--- config.mk ---
export PLATFORM = sky130hd
export DESIGN_NAME = bmp_rle_pixel_decoder
export DESIGN_NICKNAME = d
export VERILOG_FILES = /design/src/rtl/core/bmprle_pkg.sv /design/src/rtl/core/bmprle_dp.sv /design/src/rtl/core/bmprle_ctrl.sv /design/src/rtl/core/bmp_rle_pixel_decoder.sv
export SDC_FILE = /design/constraint.sdc
export NUM_CORES = 1
export LEC_CHECK = 0
export BUFFER_PORTS_ARGS = -buffer_cell sky130_fd_sc_hd__buf_2
export CAP_MARGIN = 5
export CORE_UTILIZATION = 54
export CTS_BUF_LIST = sky130_fd_sc_hd__clkbuf_8 sky130_fd_sc_hd__clkbuf_16
export CTS_CLUSTER_DIAMETER = 30
export DETAILED_ROUTE_END_ITERATION = 6
export GPL_ROUTABILITY_DRIVEN = 0
export HOLD_SLACK_MARGIN = 0.03
export PLACE_DENSITY_LB_ADDON = 0.12
export SYNTH_ARGS = -nofsm -noshare
export SYNTH_HDL_FRONTEND = slang
export SYNTH_HIERARCHICAL = 1
export SYNTH_SLANG_ARGS = --single-unit
--- constraint.sdc ---
create_clock -name clk -period 8.1 [get_ports clk]
set_input_delay 1.215 -clock clk [delete_from_list [all_inputs] [get_ports clk]]
set_output_delay 1.215 -clock clk [all_outputs]
set_load 0.02 [all_outputs]
--- src/rtl/core/bmprle_pkg.sv ---
// Shared constants, command codes and controller/datapath interface types for the RLE decoder.
package bmprle_pkg;

	// Default pixel counter width
	localparam int PIXEL_COUNT_BITS = 24;

	// Configuration data width (widest register) and payload widths
	localparam int CFG_DATA_W = 24;
	localparam int PIX_W      = 8;
	localparam int CNT_W      = 3;
	localparam int LANES      = 4;

	// Configuration register indexes
	typedef logic [0:0] cfg_idx_t;
	localparam cfg_idx_t REG_RLE_MODE    = 1'b0;
	localparam cfg_idx_t REG_PIXEL_TOTAL = 1'b1;

	// Datapath operations issued by the controller
	typedef logic [3:0] dp_op_t;
	localparam dp_op_t OP_NONE        = 4'd0;
	localparam dp_op_t OP_LOAD        = 4'd1;
	localparam dp_op_t OP_SET_COUNT   = 4'd2;
	localparam dp_op_t OP_START_ABS   = 4'd3;
	localparam dp_op_t OP_START_DELTA = 4'd4;
	localparam dp_op_t OP_STEP_DELTA  = 4'd5;
	localparam dp_op_t OP_EMIT_ABS    = 4'd6;
	localparam dp_op_t OP_EMIT_RUN    = 4'd7;
	localparam dp_op_t OP_MARKER      = 4'd8;

	// Controller to datapath
	typedef struct packed {
		dp_op_t op;
		logic   clear;
	} dp_cmd_t;

	// Datapath to controller
	typedef struct packed {
		logic byte_is0;
		logic byte_is1;
		logic byte_is2;
		logic run_nz;
		logic at_total;
		logic delta_last;
		logic abs_finish;
		logic abs_end;
		logic run_finish;
		logic run_end;
		logic pad_pending;
	} dp_status_t;

endpackage

--- src/rtl/core/bmprle_dp.sv ---
// Datapath: configuration, decode counters, pixel group builder and output register.
module bmprle_dp #(
	parameter int PIXEL_COUNT_BITS = bmprle_pkg::PIXEL_COUNT_BITS
) (
	input  logic                              clk,
	input  logic                              arst_n,
	input  logic                              cfg_we,
	input  bmprle_pkg::cfg_idx_t              cfg_index,
	input  logic [bmprle_pkg::CFG_DATA_W-1:0] cfg_data,
	input  logic [7:0]                        stream_byte,
	input  bmprle_pkg::dp_cmd_t               cmd,
	output bmprle_pkg::dp_status_t            status,
	output logic [7:0]                        pixel_a,
	output logic [7:0]                        pixel_b,
	output logic [7:0]                        pixel_c,
	output logic [7:0]                        pixel_d,
	output logic [2:0]                        pixel_valid_count,
	output logic                              last_of_run,
	output logic                              image_done
);

	localparam int PW = PIXEL_COUNT_BITS;
	localparam int CW = bmprle_pkg::CFG_DATA_W;

	logic                mode_q;
	logic [CW-1:0]       total_q;
	logic [7:0]          byte_q;
	logic [7:0]          run_length_q;
	logic [7:0]          absolute_left_q;
	logic                pad_pending_q;
	logic [1:0]          delta_left_q;
	logic [PW-1:0]       emitted_q;

	logic [7:0]          lane_q [bmprle_pkg::LANES];
	logic [2:0]          count_q;
	logic                last_q;
	logic                done_q;

	logic [PW-1:0]       total_m;
	logic [PW-1:0]       remaining;
	logic [2:0]          cap_run;
	logic [2:0]          cap_abs;
	logic [2:0]          n_run;
	logic [2:0]          n_abs;
	logic [2:0]          n_emit;
	logic                run_finish;
	logic                abs_finish;
	logic                run_end;
	logic [7:0]          gray_hi;
	logic [7:0]          gray_lo;
	logic [8:0]          byte_inc;
	logic                pad_new;
	logic [7:0]          lane_d [bmprle_pkg::LANES];
	logic                emit_grp;

	// Fit the total register to the counter width
	generate
		if (PW > CW) begin : g_total_wide
			assign total_m = {{(PW - CW){1'b0}}, total_q};
		end else if (PW == CW) begin : g_total_same
			assign total_m = total_q;
		end else begin : g_total_narrow
			assign total_m = total_q[PW-1:0];
		end
	endgenerate

	// Pixels still allowed before the total is reached
	assign remaining = total_m - emitted_q;

	// Group size for a run and for absolute data, cut at the total
	assign cap_run    = (run_length_q >= 8'd4) ? 3'd4 : run_length_q[2:0];
	assign cap_abs    = (mode_q && (absolute_left_q >= 8'd2)) ? 3'd2 : 3'd1;
	assign run_finish = {{(PW - 3){1'b0}}, cap_run} >= remaining;
	assign abs_finish = {{(PW - 3){1'b0}}, cap_abs} >= remaining;
	assign run_end    = run_length_q <= 8'd4;
	assign n_run      = run_finish ? remaining[2:0] : cap_run;
	assign n_abs      = abs_finish ? remaining[2:0] : cap_abs;
	assign n_emit     = (cmd.op == bmprle_pkg::OP_EMIT_RUN) ? n_run : n_abs;
	assign emit_grp   = (cmd.op == bmprle_pkg::OP_EMIT_RUN) ||
	                    (cmd.op == bmprle_pkg::OP_EMIT_ABS);

	// Nibble to gray: value times sixteen
	assign gray_hi = {byte_q[7:4], 4'h0};
	assign gray_lo = {byte_q[3:0], 4'h0};

	// Pad byte follows an odd byte count of absolute data
	assign byte_inc = {1'b0, byte_q} + 9'd1;
	assign pad_new  = mode_q ? byte_inc[1] : byte_q[0];

	// Build the lanes; lanes past the count read zero
	always_comb begin
		for (int j = 0; j < bmprle_pkg::LANES; j++) begin
			if (3'(j) >= n_emit) begin
				lane_d[j] = 8'd0;
			end else if (mode_q) begin
				lane_d[j] = (j % 2 == 1) ? gray_lo : gray_hi;
			end else begin
				lane_d[j] = byte_q;
			end
		end
	end

	// Status toward the controller
	always_comb begin
		status.byte_is0    = byte_q == 8'd0;
		status.byte_is1    = byte_q == 8'd1;
		status.byte_is2    = byte_q == 8'd2;
		status.run_nz      = run_length_q != 8'd0;
		status.at_total    = emitted_q >= total_m;
		status.delta_last  = delta_left_q <= 2'd1;
		status.abs_finish  = abs_finish;
		status.abs_end     = absolute_left_q <= {5'd0, cap_abs};
		status.run_finish  = run_finish;
		status.run_end     = run_end;
		status.pad_pending = pad_pending_q;
	end

	// Configuration registers
	always_ff @(posedge clk or negedge arst_n) begin
		if (!arst_n) begin
			mode_q  <= 1'b0;
			total_q <= CW'(1);
		end else if (cfg_we) begin
			unique case (cfg_index)
				bmprle_pkg::REG_RLE_MODE:    mode_q  <= cfg_data[0];
				bmprle_pkg::REG_PIXEL_TOTAL: total_q <= cfg_data;
				default: ;
			endcase
		end
	end

	// Decode state; a new frame clears it as its first byte is taken
	always_ff @(posedge clk or negedge arst_n) begin
		if (!arst_n) begin
			run_length_q    <= 8'd0;
			absolute_left_q <= 8'd0;
			pad_pending_q   <= 1'b0;
			delta_left_q    <= 2'd0;
			emitted_q       <= '0;
		end else if (cmd.clear) begin
			run_length_q    <= 8'd0;
			absolute_left_q <= 8'd0;
			pad_pending_q   <= 1'b0;
			delta_left_q    <= 2'd0;
			emitted_q       <= '0;
		end else begin
			unique case (cmd.op)
				bmprle_pkg::OP_SET_COUNT: run_length_q <= byte_q;
				bmprle_pkg::OP_START_ABS: begin
					absolute_left_q <= byte_q;
					pad_pending_q   <= pad_new;
				end
				bmprle_pkg::OP_START_DELTA: delta_left_q <= 2'd2;
				bmprle_pkg::OP_STEP_DELTA:  delta_left_q <= delta_left_q - 2'd1;
				bmprle_pkg::OP_EMIT_ABS: begin
					absolute_left_q <= absolute_left_q - {5'd0, cap_abs};
					emitted_q       <= emitted_q + {{(PW - 3){1'b0}}, n_abs};
				end
				bmprle_pkg::OP_EMIT_RUN: begin
					run_length_q <= run_length_q - {5'd0, n_run};
					emitted_q    <= emitted_q + {{(PW - 3){1'b0}}, n_run};
				end
				default: ;
			endcase
		end
	end

	// Hold the byte under decode
	always_ff @(posedge clk) begin
		if (cmd.op == bmprle_pkg::OP_LOAD) begin
			byte_q <= stream_byte;
		end
	end

	// Output register: a pixel group or a bare done marker
	always_ff @(posedge clk) begin
		if (emit_grp) begin
			for (int j = 0; j < bmprle_pkg::LANES; j++) begin
				lane_q[j] <= lane_d[j];
			end
			count_q <= n_emit;
			if (cmd.op == bmprle_pkg::OP_EMIT_RUN) begin
				last_q <= run_finish || run_end;
				done_q <= run_finish;
			end else begin
				last_q <= 1'b1;
				done_q <= abs_finish;
			end
		end else if (cmd.op == bmprle_pkg::OP_MARKER) begin
			for (int j = 0; j < bmprle_pkg::LANES; j++) begin
				lane_q[j] <= 8'd0;
			end
			count_q <= 3'd0;
			last_q  <= 1'b1;
			done_q  <= 1'b1;
		end
	end

	assign pixel_a           = lane_q[0];
	assign pixel_b           = lane_q[1];
	assign pixel_c           = lane_q[2];
	assign pixel_d           = lane_q[3];
	assign pixel_valid_count = count_q;
	assign last_of_run       = last_q;
	assign image_done        = done_q;

endmodule

--- src/rtl/core/bmprle_ctrl.sv ---
// Controller: request handshakes, stream phase tracking and datapath sequencing.
module bmprle_ctrl (
	input  logic                   clk,
	input  logic                   arst_n,
	input  logic                   in_valid,
	input  logic                   frame_start,
	output logic                   in_ready,
	output logic                   out_valid,
	input  logic                   out_ready,
	input  bmprle_pkg::dp_status_t status,
	output bmprle_pkg::dp_cmd_t    cmd
);

	// Sequencer states
	localparam logic [1:0] SEQ_IDLE   = 2'd0;
	localparam logic [1:0] SEQ_DECODE = 2'd1;
	localparam logic [1:0] SEQ_EMIT   = 2'd2;

	// Stream phases
	localparam logic [2:0] PH_COUNT = 3'd0;
	localparam logic [2:0] PH_CMD   = 3'd1;
	localparam logic [2:0] PH_ABS   = 3'd2;
	localparam logic [2:0] PH_PAD   = 3'd3;
	localparam logic [2:0] PH_DELTA = 3'd4;
	localparam logic [2:0] PH_DONE  = 3'd5;

	logic [1:0] seq_q, seq_d;
	logic [2:0] phase_q, phase_d;
	logic [2:0] phase_n;
	logic       out_valid_q;
	logic       out_free;
	logic       emit;

	assign out_free = !out_valid_q || out_ready;

	// Next state and datapath command
	always_comb begin
		seq_d     = seq_q;
		phase_d   = phase_q;
		cmd.op    = bmprle_pkg::OP_NONE;
		cmd.clear = 1'b0;
		unique case (seq_q)
			SEQ_IDLE: begin
				if (in_valid) begin
					cmd.op    = bmprle_pkg::OP_LOAD;
					cmd.clear = frame_start;
					seq_d     = SEQ_DECODE;
					if (frame_start) begin
						phase_d = PH_COUNT;
					end
				end
			end
			SEQ_DECODE: begin
				if (phase_q >= PH_DONE) begin
					// drop bytes after the image has finished
					seq_d = SEQ_IDLE;
				end else if (status.at_total) begin
					if (out_free) begin
						cmd.op  = bmprle_pkg::OP_MARKER;
						phase_d = PH_DONE;
						seq_d   = SEQ_IDLE;
					end
				end else begin
					unique case (phase_q)
						PH_COUNT: begin
							cmd.op  = bmprle_pkg::OP_SET_COUNT;
							phase_d = PH_CMD;
							seq_d   = SEQ_IDLE;
						end
						PH_CMD: begin
							if (status.run_nz) begin
								phase_d = PH_COUNT;
								seq_d   = SEQ_EMIT;
							end else if (status.byte_is0) begin
								// end of line is skipped
								phase_d = PH_COUNT;
								seq_d   = SEQ_IDLE;
							end else if (status.byte_is1) begin
								if (out_free) begin
									cmd.op  = bmprle_pkg::OP_MARKER;
									phase_d = PH_DONE;
									seq_d   = SEQ_IDLE;
								end
							end else if (status.byte_is2) begin
								cmd.op  = bmprle_pkg::OP_START_DELTA;
								phase_d = PH_DELTA;
								seq_d   = SEQ_IDLE;
							end else begin
								cmd.op  = bmprle_pkg::OP_START_ABS;
								phase_d = PH_ABS;
								seq_d   = SEQ_IDLE;
							end
						end
						PH_ABS: begin
							if (out_free) begin
								cmd.op = bmprle_pkg::OP_EMIT_ABS;
								seq_d  = SEQ_IDLE;
								if (status.abs_finish) begin
									phase_d = PH_DONE;
								end else if (status.abs_end) begin
									phase_d = PH_PAD;
								end
							end
						end
						PH_PAD: begin
							phase_d = PH_COUNT;
							seq_d   = SEQ_IDLE;
						end
						PH_DELTA: begin
							if (!status.delta_last) begin
								cmd.op = bmprle_pkg::OP_STEP_DELTA;
								seq_d  = SEQ_IDLE;
							end else if (out_free) begin
								cmd.op  = bmprle_pkg::OP_MARKER;
								phase_d = PH_DONE;
								seq_d   = SEQ_IDLE;
							end
						end
						default: seq_d = SEQ_IDLE;
					endcase
				end
			end
			SEQ_EMIT: begin
				if (out_free) begin
					cmd.op = bmprle_pkg::OP_EMIT_RUN;
					if (status.run_finish) begin
						phase_d = PH_DONE;
						seq_d   = SEQ_IDLE;
					end else if (status.run_end) begin
						seq_d = SEQ_IDLE;
					end
				end
			end
			default: seq_d = SEQ_IDLE;
		endcase
	end

	// Pad phase is only entered when a pad byte is owed
	always_comb begin
		phase_n = phase_d;
		if (phase_d == PH_PAD && !status.pad_pending) begin
			phase_n = PH_COUNT;
		end
	end

	assign emit = (cmd.op == bmprle_pkg::OP_EMIT_ABS) ||
	              (cmd.op == bmprle_pkg::OP_EMIT_RUN) ||
	              (cmd.op == bmprle_pkg::OP_MARKER);

	// State registers
	always_ff @(posedge clk or negedge arst_n) begin
		if (!arst_n) begin
			seq_q       <= SEQ_IDLE;
			phase_q     <= PH_COUNT;
			out_valid_q <= 1'b0;
		end else begin
			seq_q       <= seq_d;
			phase_q     <= phase_n;
			out_valid_q <= emit || (out_valid_q && !out_ready);
		end
	end

	assign in_ready  = seq_q == SEQ_IDLE;
	assign out_valid = out_valid_q;

endmodule

--- src/rtl/core/bmp_rle_pixel_decoder.sv ---
// Top level of the bitmap RLE8/RLE4 pixel decoder.
//
// Input channel (in_valid/in_ready): one compressed byte per request, with
// frame_start set on the first byte of an image to clear the decode state.
// Output channel (out_valid/out_ready): groups of up to four gray pixels,
// pixel_valid_count giving how many lanes hold pixels (0 for a bare done
// marker), last_of_run on the final group caused by a byte and image_done
// once the pixel total, an end-of-bitmap or a delta has finished the image.
// Configuration: cfg_we writes cfg_data into register cfg_index (0 mode,
// 1 pixel total); write only while the decoder is idle.
// Sequencing: a byte is taken while idle and decoded in the next cycle. A
// single group or done marker is loaded into the output register at the
// end of the decode cycle. A run is drained by the controller one group per
// cycle while the output register is free, and in_ready returns after the
// last group of the run is loaded.
// Reset: arst_n clears the controller, the decode state and the registers
// (8-bit mode, total of one pixel). When the receiver stalls, the held
// group stays put and the decoder waits before loading the next group.
module bmp_rle_pixel_decoder #(
	parameter int PIXEL_COUNT_BITS = bmprle_pkg::PIXEL_COUNT_BITS
) (
	input  logic                              clk,
	input  logic                              arst_n,
	input  logic                              cfg_we,
	input  bmprle_pkg::cfg_idx_t              cfg_index,
	input  logic [bmprle_pkg::CFG_DATA_W-1:0] cfg_data,
	input  logic                              in_valid,
	output logic                              in_ready,
	input  logic [7:0]                        stream_byte,
	input  logic                              frame_start,
	output logic                              out_valid,
	input  logic                              out_ready,
	output logic [7:0]                        pixel_a,
	output logic [7:0]                        pixel_b,
	output logic [7:0]                        pixel_c,
	output logic [7:0]                        pixel_d,
	output logic [2:0]                        pixel_valid_count,
	output logic                              last_of_run,
	output logic                              image_done
);

	bmprle_pkg::dp_cmd_t    cmd;
	bmprle_pkg::dp_status_t status;

	bmprle_ctrl u_ctrl (
		.clk         (clk),
		.arst_n      (arst_n),
		.in_valid    (in_valid),
		.frame_start (frame_start),
		.in_ready    (in_ready),
		.out_valid   (out_valid),
		.out_ready   (out_ready),
		.status      (status),
		.cmd         (cmd)
	);

	bmprle_dp #(
		.PIXEL_COUNT_BITS (PIXEL_COUNT_BITS)
	) u_dp (
		.clk               (clk),
		.arst_n            (arst_n),
		.cfg_we            (cfg_we),
		.cfg_index         (cfg_index),
		.cfg_data          (cfg_data),
		.stream_byte       (stream_byte),
		.cmd               (cmd),
		.status            (status),
		.pixel_a           (pixel_a),
		.pixel_b           (pixel_b),
		.pixel_c           (pixel_c),
		.pixel_d           (pixel_d),
		.pixel_valid_count (pixel_valid_count),
		.last_of_run       (last_of_run),
		.image_done        (image_done)
	);

endmodule

==> flow_metrics.py <==
metrics = {
    "critical_path": {
        "cp_num_buf_inv": 3,
        "cp-end-kind": "flip-flop",
        "path_max_fanout": 12,
        "crit_type": "reg -> reg",
        "worst-r2r-cell-count": 31,
        "r2r_end": "u_dp/emitted_q[23]$_DFFE_PN0P_",
        "cp_top_family": "simple AND/OR/NAND/NOR gates",
        "worst_r2r_startpoint": "u_dp/total_m[0]$_DFFE_PN1P_",
        "crit_required_ns": 8.38,
        "max_stage_delay_ns": 0.56,
        "reg2reg_slack_ns": 0.44,
        "cp_slowest_cell": "o31ai_2",
        "cp-start-kind": "flip-flop",
        "crit_top_cell": "nor2_1",
        "worstPathArrival_ns": 7.93,
    },
    "synth": {
        "synthFlopType": "dfrtp_1",
        "ys_seq_elements": 119,
        "ys_seq_area_share_pct": 37.9,
        "synth.top_cells.by_area": "dfrtp_1 (23%), edfxtp_1 (8.1%), ha_1 (6.6%), dfxtp_1 (6.1%), nor2_1 (4.2%)",
        "synth_nets": 954,
        "synth_area_leader_cell": "dfrtp_1",
        "avgSynthCellArea_um2": 8.99,
        "yosys_warnings": 6,
        "synthArstFlopShare_pct": 62.2,
        "synth_cell_types": 91,
        "synth.cell_area_um2": 7830,
        "syn_inst": 870,
        "synth_top_cell_area_share_pct": 23.3,
        "synth_edf_count": 21,
    },
    "run": {
        "cap_violations": 0,
    },
    "clock_network": {
        "cts.htree.levels": 4,
        "cts-hold-fix-buffers": 0,
        "path_clk_slew_ns": 0.06,
        "clock-root-buffer": "clkbuf_16",
        "post-cts-setup-buffers": 0,
        "numCtsBuffers": 17,
        "cts_buffer_depth": 2,
        "cts_tree": "built",
        "insertion_delay_ns": 0.42,
        "post_cts_resized": 0,
        "clock_sinks": 119,
    },
    "timing": {
        "setup_viol": 0,
        "report.final.slew_viol_count": 0,
        "finalCritPeriodShare_pct": 94.5,
        "maxSlewHeadroom_pct": 27.6,
        "fmax_ghz": 0.131,
        "hold_violations": 0,
        "rsz0062_at_grt": "false",
        "finClkSkew_ns": 0.00665,
        "timing.final.crit_period_ns": 7.66,
        "fin_tns_setup_ns": 0,
        "worst_slack_ns": 0.442,
        "holdWs_ns": 0.451,
        "worstMarginPinSlew_ns": 1.08,
    },
    "grt": {
        "grtUsageTotal_pct": 28.1,
        "gr-total-overflow": 0,
        "grt_pass1_wl_um": 32900,
        "grt_start_max_net_pins": 54,
        "antenna_found_initial": 0,
        "grt_pass1_vias": 6773,
    },
    "finish": {
        "drive_gt1_share_pct": 19.2,
        "num_antenna_cells": 0,
        "seqCellArea_um2": 2960,
        "nFillCells": 1185,
        "multi_input_area_um2": 4450,
        "utilization_pct": 63.4,
        "nNetsFinal": 1014,
        "area_growth_syn_to_layout_pct": 13.4,
    },
    "route": {
        "drc": 0,
        "detail-route-antenna-nets": 0,
        "drtIter0Drc": 536,
        "vias": 6833,
        "drt_wl_total_um": 19900,
        "wl_per_cell_um": 17.7,
        "dr.pass1.iters": 6,
        "via_per_inst": 6.08,
    },
    "place": {
        "io_buffers": 77,
        "dp_slack_ns": 0.725,
        "post-dp-hpwl_um": 14600,
    },
    "die": {
        "initial_core_util_pct": 55.9,
        "io_pins": 78,
        "dieArea_um2": 15000,
        "fp.dieW_um": 122,
        "core-area_um2": 14000,
        "rows": 43,
        "die_h_um": 122,
    },
    "hold_path": {
        "min_path_cells": 2,
        "hp-class": "reg -> reg",
        "hold_end": "u_dp/lane_q[2][2]$_SDFFE_PP0N_",
        "hp-start": "u_dp/lane_q[2][2]$_SDFFE_PP0N_",
    },
    "power": {
        "ir_drop_mv": 0.172,
        "p_leak_nw": 3.71,
        "power.density_nw_per_um2": 318,
    },
    "outcome": {
        "status": "completed",
    },
}
cell type report:
class,count,area share (%)
Clock buffer,17,4.79
Inverter,54,2.31
Clock inverter,15,1.76
Multi-Input combinational cell,653,50.1
Sequential cell,119,33.4
Timing Repair Buffer,85,5.05
Tap cell,180,2.54
cell usage after synthesis, types with 13 or more instances:
master	count
a21oi_1	54
buf_2	17
clkbuf_1	19
dfrtp_1	73
dfxtp_1	24
edfxtp_1	21
ha_1	41
inv_1	53
mux2_2	28
nand2_1	82
nand2b_1	13
nand3_1	20
nor2_1	87
nor3_1	29
o21ai_0	28
o21ai_1	16
or3_1	14
xnor2_1	25
registers in the layout (all words and copies together), names as in the netlist, 2 cells and up:
register                flops
u_ctrl/phase_q              3
u_ctrl/seq_q                2
u_dp/absolute_left_q        8
u_dp/byte_q                 8
u_dp/delta_left_q           2
u_dp/emitted_q             24
u_dp/lane_q                32
u_dp/pixel_valid_count      3
u_dp/run_length_q           8
u_dp/total_m               24
stage by stage:
step                power (W)  area (um2)  cells
floorplan             0.00175        7830    870
global placement      0.00201        8290   1091
detailed placement    0.00206        8290   1091
CTS                   0.00281        8870   1123
global route          0.00299        8870   1123
finish                0.00282        8870   1123
where the power goes:
group	internal [W]	switching, W	leakage [nW]	total [W]
Clock	0.000454	0.000286	0.283	0.000740
Sequential	0.000735	0.000143	1.35	0.000878
Combinational	0.000451	0.000752	2.08	0.00120
Total	0.00164	0.00118	3.71	0.00282
layout by cell type (no fill, tap or decap), types with 6 or more instances in the layout:
cell,Yosys,layout
a211oi_1,10,10
a21o_1,10,10
a21oi_1,54,54
a21oi_2,7,7
a32o_1,7,7
and2_1,12,12
and3_1,6,6
buf_2,17,76
buf_4,4,9
clkbuf_16,0,17
dfrtp_1,73,73
dfxtp_1,24,24
edfxtp_1,21,21
ha_1,41,41
inv_1,53,55
mux2_2,28,28
mux2i_1,8,8
nand2_1,82,82
nand2b_1,13,13
nand3_1,20,20
nand3b_1,7,7
nand4_1,6,6
nor2_1,87,87
nor2b_1,8,8
nor3_1,29,28
nor4_1,6,6
o21a_1,8,8
o21ai_0,28,28
o21ai_1,16,16
o21ai_2,8,8
o31ai_1,6,6
or3_1,14,14
xnor2_1,25,25
worst max-delay path by stage:
stage | from | to | slack [ns] | depth (start not counted)
after floorplan | u_dp/total_m[0]$_DFFE_PN1P_ | u_dp/emitted_q[23]$_DFFE_PN0P_ | 1.69 | 31
after global placement | u_dp/total_m[0]$_DFFE_PN1P_ | u_dp/emitted_q[23]$_DFFE_PN0P_ | 1.04 | 29
after detailed placement | u_dp/total_m[0]$_DFFE_PN1P_ | u_dp/emitted_q[23]$_DFFE_PN0P_ | 0.72 | 31
after CTS | u_dp/total_m[0]$_DFFE_PN1P_ | u_dp/emitted_q[23]$_DFFE_PN0P_ | 0.59 | 31
after global routing | u_dp/total_m[0]$_DFFE_PN1P_ | u_dp/emitted_q[23]$_DFFE_PN0P_ | 0.03 | 31
final | u_dp/total_m[0]$_DFFE_PN1P_ | u_dp/emitted_q[23]$_DFFE_PN0P_ | 0.44 | 31
kinds of logic after synthesis:
| family | Yosys count | synth area share (%) |
|---|---|---|
| and+or+nand+nor | 319 | 20.6 |
| adders and majority gates | 45 | 7.58 |
| buffers and inverters | 98 | 5.39 |
| AOI/OAI and AO/OA | 225 | 20.4 |
| muxes | 36 | 5.05 |
| xor gates and xnor gates | 28 | 3.13 |
| DFF | 119 | 37.9 |
layer usage:
metal / up-vias / part of all wire, % / track usage, %
li1: 3270 / - / -
met1: 3296 / 42 / 34.0
met2: 220 / 51 / 48.2
met3: 47 / 4.5 / 5.58
met4: 0 / 3.0 / 12.3
met5: - / 0 / 0
worst min-delay path, delay by kind of cell, from the launching register on:
family | cells | cell delay (ns)
DFF | 1 | 0.32
and+or+nand+nor | 1 | 0.06
AOI/OAI and AO/OA | 1 | 0.05
(Power assumes the default switching activity.)
